===== src/pspt_pkg.sv =====
`timescale 1ns / 1ps
package pspt_pkg;

  localparam int unsigned ServiceSlotsDefault = 64;
  localparam int unsigned PidSlotsDefault     = 64;

  localparam logic [12:0] PidLowLimit   = 13'h0010;
  localparam logic [12:0] PidNullValue  = 13'h1fff;
  localparam logic [12:0] PidStoreLimit = 13'h0012;
  localparam logic [11:0] HeaderBytes   = 12'd9;
  localparam logic [8:0]  EntryCountMax = 9'd511;

  localparam int unsigned InDataW  = 8;
  localparam int unsigned OutDataW = 48;
  localparam int unsigned OutUserW = 4;
  localparam int unsigned QueueDepth = 4;

  // parsed entry handed from the front to the back
  typedef struct packed {
    logic [15:0] service_number;
    logic [12:0] map_pid;
    logic [15:0] stream_id;
    logic        entry_invalid;
  } pspt_entry_t;

  // result flags, highest bit first, same bit order as tuser
  typedef struct packed {
    logic store_full;
    logic entry_invalid;
    logic map_pid_added;
    logic service_added;
  } pspt_flags_t;

endpackage


===== src/pspt_front.sv =====
`timescale 1ns / 1ps
module pspt_front (
  input  logic                 clk_i,
  input  logic                 rst_ni,
  input  logic [7:0]           byte_i,
  input  logic                 start_i,
  input  logic                 accept_i,
  output logic                 entry_valid_o,
  output pspt_pkg::pspt_entry_t entry_o
);
  import pspt_pkg::*;

  logic [3:0]  pos_q, pos_d;
  logic [11:0] len_q, len_d;
  logic [15:0] tsid_q, tsid_d;
  logic [8:0]  remain_q, remain_d;
  logic [23:0] shift_q, shift_d;
  logic        ignored_q, ignored_d;
  logic [11:0] len_full;
  logic [11:0] len_sub;
  logic [12:0] pid_w;
  logic        pid_bad;

  assign len_full = {len_q[11:8], byte_i};
  assign len_sub  = len_full - HeaderBytes;
  assign pid_w    = {shift_q[4:0], byte_i};
  assign pid_bad  = (pid_w < PidLowLimit) || (pid_w >= PidNullValue);

  // header and entry byte walk
  always_comb begin
    pos_d = pos_q;
    len_d = len_q;
    tsid_d = tsid_q;
    remain_d = remain_q;
    shift_d = shift_q;
    ignored_d = ignored_q;
    entry_valid_o = 1'b0;
    entry_o.service_number = shift_q[23:8];
    entry_o.map_pid = pid_w;
    entry_o.stream_id = tsid_q;
    entry_o.entry_invalid = pid_bad;
    if (accept_i) begin
      if (start_i) begin
        ignored_d = (byte_i != 8'd0);
        pos_d = 4'd1;
        remain_d = '0;
        shift_d = '0;
      end else if (!ignored_q) begin
        unique case (pos_q)
          4'd1: begin
            len_d = {byte_i[3:0], 8'd0};
            pos_d = 4'd2;
          end
          4'd2: begin
            len_d = len_full;
            // (len-9)/4 fits 10 bits; saturates to 511
            if (len_full < HeaderBytes) remain_d = '0;
            else if (len_sub[11:2] > {1'b0, EntryCountMax}) remain_d = EntryCountMax;
            else remain_d = len_sub[10:2];
            pos_d = 4'd3;
          end
          4'd3: begin
            tsid_d = {byte_i, 8'd0};
            pos_d = 4'd4;
          end
          4'd4: begin
            tsid_d = {tsid_q[15:8], byte_i};
            pos_d = 4'd5;
          end
          4'd5, 4'd6, 4'd7: pos_d = pos_q + 4'd1;
          default: begin
            if (remain_q != '0) begin
              if (pos_q < 4'd11) begin
                shift_d = {shift_q[15:0], byte_i};
                pos_d = pos_q + 4'd1;
              end else begin
                pos_d = 4'd8;
                remain_d = remain_q - 9'd1;
                shift_d = '0;
                entry_valid_o = 1'b1;
                if (pid_bad) begin
                  ignored_d = 1'b1;
                  remain_d = '0;
                end
              end
            end
          end
        endcase
      end
    end
  end

  always_ff @(posedge clk_i or negedge rst_ni) begin
    if (!rst_ni) begin
      pos_q <= '0;
      len_q <= '0;
      tsid_q <= '0;
      remain_q <= '0;
      shift_q <= '0;
      ignored_q <= 1'b1;
    end else begin
      pos_q <= pos_d;
      len_q <= len_d;
      tsid_q <= tsid_d;
      remain_q <= remain_d;
      shift_q <= shift_d;
      ignored_q <= ignored_d;
    end
  end
endmodule


===== src/pspt_queue.sv =====
`timescale 1ns / 1ps
module pspt_queue #(
  parameter int unsigned Depth = pspt_pkg::QueueDepth
) (
  input  logic                  clk_i,
  input  logic                  rst_ni,
  input  logic                  push_i,
  input  pspt_pkg::pspt_entry_t data_i,
  output logic                  full_o,
  output logic                  empty_o,
  input  logic                  pop_i,
  output pspt_pkg::pspt_entry_t data_o
);
  import pspt_pkg::*;

  localparam int unsigned AW = (Depth > 1) ? $clog2(Depth) : 1;

  pspt_entry_t mem_q [Depth];
  logic [AW-1:0] wr_q, rd_q;
  logic [AW:0]   cnt_q;

  assign full_o  = (cnt_q == AW'(0) + (AW+1)'(Depth));
  assign empty_o = (cnt_q == '0);
  assign data_o  = mem_q[rd_q];

  // entry storage
  always_ff @(posedge clk_i) begin
    if (push_i) mem_q[wr_q] <= data_i;
  end

  // pointers and fill count
  always_ff @(posedge clk_i or negedge rst_ni) begin
    if (!rst_ni) begin
      wr_q <= '0;
      rd_q <= '0;
      cnt_q <= '0;
    end else begin
      if (push_i) wr_q <= (wr_q == AW'(Depth - 1)) ? '0 : wr_q + AW'(1);
      if (pop_i)  rd_q <= (rd_q == AW'(Depth - 1)) ? '0 : rd_q + AW'(1);
      unique case ({push_i, pop_i})
        2'b10: cnt_q <= cnt_q + (AW+1)'(1);
        2'b01: cnt_q <= cnt_q - (AW+1)'(1);
        default: cnt_q <= cnt_q;
      endcase
    end
  end
endmodule


===== src/pspt_back.sv =====
`timescale 1ns / 1ps
module pspt_back #(
  parameter int unsigned ServiceSlots = pspt_pkg::ServiceSlotsDefault,
  parameter int unsigned PidSlots     = pspt_pkg::PidSlotsDefault
) (
  input  logic                  clk_i,
  input  logic                  rst_ni,
  input  logic                  empty_i,
  input  pspt_pkg::pspt_entry_t entry_i,
  output logic                  pop_o,
  output logic                  out_valid_o,
  input  logic                  out_ready_i,
  output pspt_pkg::pspt_entry_t out_entry_o,
  output pspt_pkg::pspt_flags_t out_flags_o
);
  import pspt_pkg::*;

  localparam int unsigned SW = (ServiceSlots > 1) ? $clog2(ServiceSlots) : 1;
  localparam int unsigned PW = (PidSlots > 1) ? $clog2(PidSlots) : 1;

  // tables in flops for the parallel compare
  logic [15:0] svc_key_q [ServiceSlots];
  logic [28:0] svc_rest_q [ServiceSlots];
  logic [ServiceSlots-1:0] svc_vld_q;
  logic [12:0] pid_key_q [PidSlots];
  logic [PidSlots-1:0] pid_vld_q;

  logic        svc_hit, pid_hit, svc_free, pid_free;
  logic [SW-1:0] svc_slot;
  logic [PW-1:0] pid_slot;
  logic        take, storable, svc_add, pid_add, rec;
  pspt_flags_t flags;

  // match and lowest free slot search
  always_comb begin
    svc_hit = 1'b0;
    svc_free = 1'b0;
    svc_slot = '0;
    for (int k = ServiceSlots - 1; k >= 0; k--) begin
      if (svc_vld_q[k] && svc_key_q[k] == entry_i.service_number) svc_hit = 1'b1;
      if (!svc_vld_q[k]) begin
        svc_free = 1'b1;
        svc_slot = SW'(k);
      end
    end
    pid_hit = 1'b0;
    pid_free = 1'b0;
    pid_slot = '0;
    for (int k = PidSlots - 1; k >= 0; k--) begin
      if (pid_vld_q[k] && pid_key_q[k] == entry_i.map_pid) pid_hit = 1'b1;
      if (!pid_vld_q[k]) begin
        pid_free = 1'b1;
        pid_slot = PW'(k);
      end
    end
  end

  assign take = !empty_i && (!out_valid_o || out_ready_i);
  assign pop_o = take;
  assign storable = !entry_i.entry_invalid && (entry_i.map_pid > PidStoreLimit)
                    && (entry_i.service_number != 16'd0);
  assign svc_add = storable && !svc_hit && svc_free;
  assign pid_add = storable && !pid_hit && pid_free;
  assign flags.service_added = svc_add;
  assign flags.map_pid_added = pid_add;
  assign flags.entry_invalid = entry_i.entry_invalid;
  assign flags.store_full = storable && ((!svc_hit && !svc_free) || (!pid_hit && !pid_free));
  assign rec = entry_i.entry_invalid || (storable && !(svc_hit && pid_hit));

  // table writes
  always_ff @(posedge clk_i) begin
    if (take && svc_add) begin
      svc_key_q[svc_slot] <= entry_i.service_number;
      svc_rest_q[svc_slot] <= {entry_i.stream_id, entry_i.map_pid};
    end
    if (take && pid_add) pid_key_q[pid_slot] <= entry_i.map_pid;
  end

  always_ff @(posedge clk_i or negedge rst_ni) begin
    if (!rst_ni) begin
      svc_vld_q <= '0;
      pid_vld_q <= '0;
    end else begin
      if (take && svc_add) svc_vld_q[svc_slot] <= 1'b1;
      if (take && pid_add) pid_vld_q[pid_slot] <= 1'b1;
    end
  end

  // output register
  always_ff @(posedge clk_i or negedge rst_ni) begin
    if (!rst_ni) begin
      out_valid_o <= 1'b0;
    end else if (!out_valid_o || out_ready_i) begin
      out_valid_o <= take && rec;
    end
  end

  always_ff @(posedge clk_i) begin
    if (take) begin
      out_entry_o <= entry_i;
      out_flags_o <= flags;
    end
  end
endmodule


===== src/pat_section_program_table_top.sv =====
`timescale 1ns / 1ps
// Program association section parser. Section bytes enter one per cycle while
// the queue is not full; the front walks the header and gathers four-byte
// entries, a four-deep queue holds parsed entries, and the back compares each
// against the service and map-PID tables combinationally and writes one record
// for each new, full or invalid entry. Throughput is one byte per cycle while
// the queue has room; an entry is registered in the queue, then in the output register.
module pat_section_program_table_top #(
  parameter int unsigned SERVICE_SLOTS = pspt_pkg::ServiceSlotsDefault,
  parameter int unsigned PID_SLOTS     = pspt_pkg::PidSlotsDefault
) (
  input  logic                          clk_i,
  input  logic                          rst_ni,
  input  logic                          s_axis_tvalid,
  output logic                          s_axis_tready,
  input  logic [pspt_pkg::InDataW-1:0]  s_axis_tdata,  // section_byte
  input  logic                          s_axis_tuser,  // section_start
  output logic                          m_axis_tvalid,
  input  logic                          m_axis_tready,
  // service_number, map_pid, stream_id, zero fill
  output logic [pspt_pkg::OutDataW-1:0] m_axis_tdata,
  // service_added, map_pid_added, entry_invalid, store_full
  output logic [pspt_pkg::OutUserW-1:0] m_axis_tuser
);
  import pspt_pkg::*;

  logic        acc, fe_valid, q_full, q_empty, pop;
  pspt_entry_t fe_entry, q_entry, out_entry;
  pspt_flags_t out_flags;

  assign s_axis_tready = !q_full;
  assign acc = s_axis_tvalid && s_axis_tready;

  pspt_front u_front (
    .clk_i, .rst_ni,
    .byte_i(s_axis_tdata), .start_i(s_axis_tuser), .accept_i(acc),
    .entry_valid_o(fe_valid), .entry_o(fe_entry)
  );

  pspt_queue u_queue (
    .clk_i, .rst_ni,
    .push_i(fe_valid), .data_i(fe_entry), .full_o(q_full), .empty_o(q_empty),
    .pop_i(pop), .data_o(q_entry)
  );

  pspt_back #(.ServiceSlots(SERVICE_SLOTS), .PidSlots(PID_SLOTS)) u_back (
    .clk_i, .rst_ni,
    .empty_i(q_empty), .entry_i(q_entry), .pop_o(pop),
    .out_valid_o(m_axis_tvalid), .out_ready_i(m_axis_tready),
    .out_entry_o(out_entry), .out_flags_o(out_flags)
  );

  assign m_axis_tdata = {3'd0, out_entry.stream_id, out_entry.map_pid,
                         out_entry.service_number};
  assign m_axis_tuser = {out_flags.store_full, out_flags.entry_invalid,
                         out_flags.map_pid_added, out_flags.service_added};
endmodule


===== config.mk =====
export PLATFORM = sky130hd
export DESIGN_NAME = pat_section_program_table_top
export DESIGN_NICKNAME = d
export VERILOG_FILES = /design/src/pspt_pkg.sv /design/src/pspt_front.sv /design/src/pspt_queue.sv /design/src/pspt_back.sv /design/src/pat_section_program_table_top.sv
export SDC_FILE = /design/constraint.sdc
export NUM_CORES = 2
export LEC_CHECK = 0
export ABC_CLOCK_PERIOD_IN_PS = 9210
export BUFFER_PORTS_ARGS = -buffer_cell sky130_fd_sc_hd__buf_2
export CORE_MARGIN = 2
export CORE_UTILIZATION = 68
export CTS_CLUSTER_DIAMETER = 60
export DETAILED_ROUTE_END_ITERATION = 12
export GPL_TIMING_DRIVEN = 0
export HOLD_SLACK_MARGIN = 0.03
export PLACE_DENSITY = 0.85
export SKIP_LAST_GASP = 1
export SLEW_MARGIN = 20
export SYNTH_ARGS = -nofsm -noshare
export SYNTH_HDL_FRONTEND = slang
export SYNTH_SLANG_ARGS = --single-unit

===== constraint.sdc =====
create_clock -name clk_i -period 9.21 [get_ports clk_i]
set_input_delay 0 -clock clk_i [delete_from_list [all_inputs] [get_ports clk_i]]
set_output_delay 0 -clock clk_i [all_outputs]
set_load 0.05 [all_outputs]

==> impl_metrics.yaml <==
run_status:
  outcome: "finished, final reports clean"
final_layout:
  drive_above_1_share_pct: 13.20
  final_area_um2: 108600
  final_nets: 6690
  syn_to_final_growth_pct: 11.97
  layout_commonest_cell: "edfxtp_1"
  nFillCells: 7587
  mostFrequentLayoutCells: "edfxtp_1 (2089), xnor2_1 (1432), xor2_1 (430)"
route:
  wl_met2_um: 142500
  top_layer: "met5"
  first_iter_violations: 9628
  vias: 60470
  drt-met1-wl_um: 101500
  ant_nets: 0
  routedWlPerCell_um: 35.39
  wirelength_um: 309300
  drc: 0
  dr.pass1.iters: 8
  routed-wl-met3_um: 40260
  viasPerCell: 6.919
synth:
  synth_top_area_share_pct: 64.67
  yosys_warnings: 0
  synth_area_leader_cell: "edfxtp_1"
  synthFlopType: "edfxtp_1"
  yosysSeqAreaShare_pct: 69.68
  synth_cells: 6279
  synth-edff-count: 2089
  postSynth.asyncResetShare_pct: 8.498
  syn-cell-area_um2: 96990
  synth-seq-cells: 2283
  ys_top_cells_by_area: "edfxtp_1 (65%), xnor2_1 (13%), dfrtp_1 (5.0%)"
  syn_area_per_cell_um2: 15.45
  yosysUniqueCellTypes: 77
floorplan:
  core_um2: 141600
  io_pins: 67
  initial_core_util_pct: 68.50
  dieHeight_um: 381.7
  die_w_um: 381.7
  row_count: 138
  dieArea_um2: 145700
global_routing:
  grt_pass1_wl_um: 431900
  grt_pass1_vias: 59970
  overflow: 0
  antenna_found_initial: 8
  grt_usage_pct: 42.38
  grt_max_degree: 81
power_and_ir_drop:
  power_frac_seq_pct: 37.0
  power_density_nw_per_um2: 333.7
  p_int_mw: 21.86
  p_leak_nw: 34.80
  p_sw_mw: 14.38
  combPwrFrac_pct: 38.3
  switching_share_pct: 39.69
  max-vdd-ir-drop_mv: 0.4114
  p_clk_share_pct: 24.7
timing:
  maxSlewViolCount: 0
  period_needed_ns: 8.151
  finalSetupViolCount: 0
  relSlewSlack_pct: 13.95
  fin_hold_ws_ns: 0.08553
  fin_skew_ns: 0.05042
  max_freq_mhz: 122.7
  fin_tns_setup_ns: 0
  report.final.hold_viol_count: 0
  worst_slew_pin_slew_ns: 1.279
  rsz0062_at_grt: "no"
  fin_crit_sh_pct: 88.50
clock_network:
  cts_setup_buffers: 0
  root_buffer: "clkbuf_16"
  cts_tree: "yes"
  postCtsHoldBufs: 19
  clk_pin_slew_ns: 0.07
  cts_buffer_depth: 3
  clk_latency_ns: 0.88
  cts_resized: 0
  htree_levels: 4
  cts_buffers: 216
  clkSinkCount: 2283
place:
  hpwl_um: 182800
  place_area_um2: 101200
  gp_congestion: 1.011
  portBuffers: 63
critical_path:
  crit_path_end_kind: "flop"
  critPathArrivalTime_ns: 8.62
  start_kind: "flop"
  path_max_fanout: 74
  required_ns: 9.68
  crit_type: "reg2reg"
flow_run:
  maxCapViolCount: 0
min_path:
  hold_path.class: "in2reg"
## routing by layer
metal  vias to the layer above  GRT usage (%)
met4                         2          27.75
li1                      23960              -
met2                      5364          66.45
met1                     29840          52.48
met3                      1302          11.18
met5                         -              0
## worst max-delay path, cell delays in order (launching register included)
cell and delay [ns]:
dfrtp_1 0.36, buf_2 0.23, buf_2 0.39, mux4_2 0.35
buf_2 0.58, buf_4 0.47, buf_6 0.87, xnor2_1 0.16
o21ai_0 0.14, nor4_1 0.09, a21oi_1 0.75, nand3_1 0.19
nor3_2 0.92, nand4_1 0.82, buf_2 0.53, nor2_2 0.77
## synthesized netlist by cell type, types with 44 or more instances
master / number
edfxtp_1: 2089
xnor2_1: 1432
xor2_1: 430
nand4_1: 360
nor4_1: 251
nand2_1: 220
dfrtp_1: 193
nand3_1: 142
nor2_1: 131
o21ai_0: 124
buf_2: 123
buf_4: 86
nor3_1: 77
inv_1: 63
clkbuf_1: 54
a21oi_1: 49
mux4_2: 46
a21o_1: 45
o21bai_1: 44
## path summary, 6_finish.rpt
path                       slack, ns                 endpoint  cells after the start          startpoint
setup / recovery                1.06  u_back.svc_key_q[31][9]                     15     u_queue.rd_q[1]
hold / removal                  0.09     u_queue.mem_q[1][20]                      2     s_axis_tdata[3]
setup reg to reg                1.06  u_back.svc_key_q[31][9]                     15     u_queue.rd_q[1]
hold reg to reg                 0.51       u_front.shift_q[5]                      2  u_front.shift_q[5]
max in group asynchronous       7.64     u_back.pid_vld_q[58]                      6              rst_ni
min in group asynchronous       0.30       u_front.shift_q[0]                      4              rst_ni
## final cells by class
cell class / count / area (µm²) / share of cell area [%]
Sequential cell: 2283 / 67590 / 62.23
Multi-Input combinational cell: 3652 / 28030 / 25.81
Clock buffer: 280 / 5831 / 5.369
Tap cell: 1890 / 2365 / 2.177
Buffer: 282 / 1775 / 1.635
Timing Repair Buffer: 166 / 1546 / 1.424
Clock inverter: 119 / 1221 / 1.124
Inverter: 64 / 240.2 / 0.2212
Antenna cell: 4 / 10.01 / 0.009217
## power by group through the flow
stage	sequential (mW)	combinational (mW)	clock [mW]
2_1_floorplan	13.8	7.28	0
3_3_place_gp	13.6	12.5	0
3_5_place_dp	13.6	13.2	0
4_1_cts	13.4	13.3	8.88
5_1_grt	13.4	14.0	9.29
6_report	13.4	13.9	8.96
## stage by stage
step	total power, mW	worst slack [ns]	utilization [%]	cells
final	36.24	1.059	76.70	8740
after global routing	36.73	1.273	76.70	8736
after CTS	35.60	1.316	76.64	8735
after detailed placement	26.73	1.461	71.51	8317
after global placement	26.13	0.4739	70.40	8234
after floorplan	21.12	4.230	-	6281
## sequential cells by signal, summed over array words and instances (netlist names)
name,flops
u_front.pos_q,4
u_back.pid_key_q,832
u_front.shift_q,24
u_front.ignored_q,1
u_back.pid_vld_q,64
u_front.len_q,4
u_front.remain_q,9
u_back.svc_vld_q,64
u_back.out_valid_o,1
u_queue.wr_q,2
u_back.out_entry_o,45
u_queue.rd_q,2
u_front.tsid_q,16
u_back.out_flags_o,4
u_back.svc_key_q,1024
u_queue.mem_q,184
u_queue.cnt_q,3
## cells by family (layout without fill, tap and decap cells)
group / Yosys count / in the layout / share of synthesized area [%]
compound gates: 397 / 397 / 2.704
xor+xnor: 1862 / 1862 / 16.81
fa+ha+maj: 12 / 12 / 0.1625
buf+inv: 346 / 911 / 1.962
flops: 2283 / 2283 / 69.68
mux: 76 / 76 / 1.384
other cells: 1 / 7 / 0.003866
simple gates: 1302 / 1302 / 7.288
No activity file was read; power rests on OpenSTA's default activity.
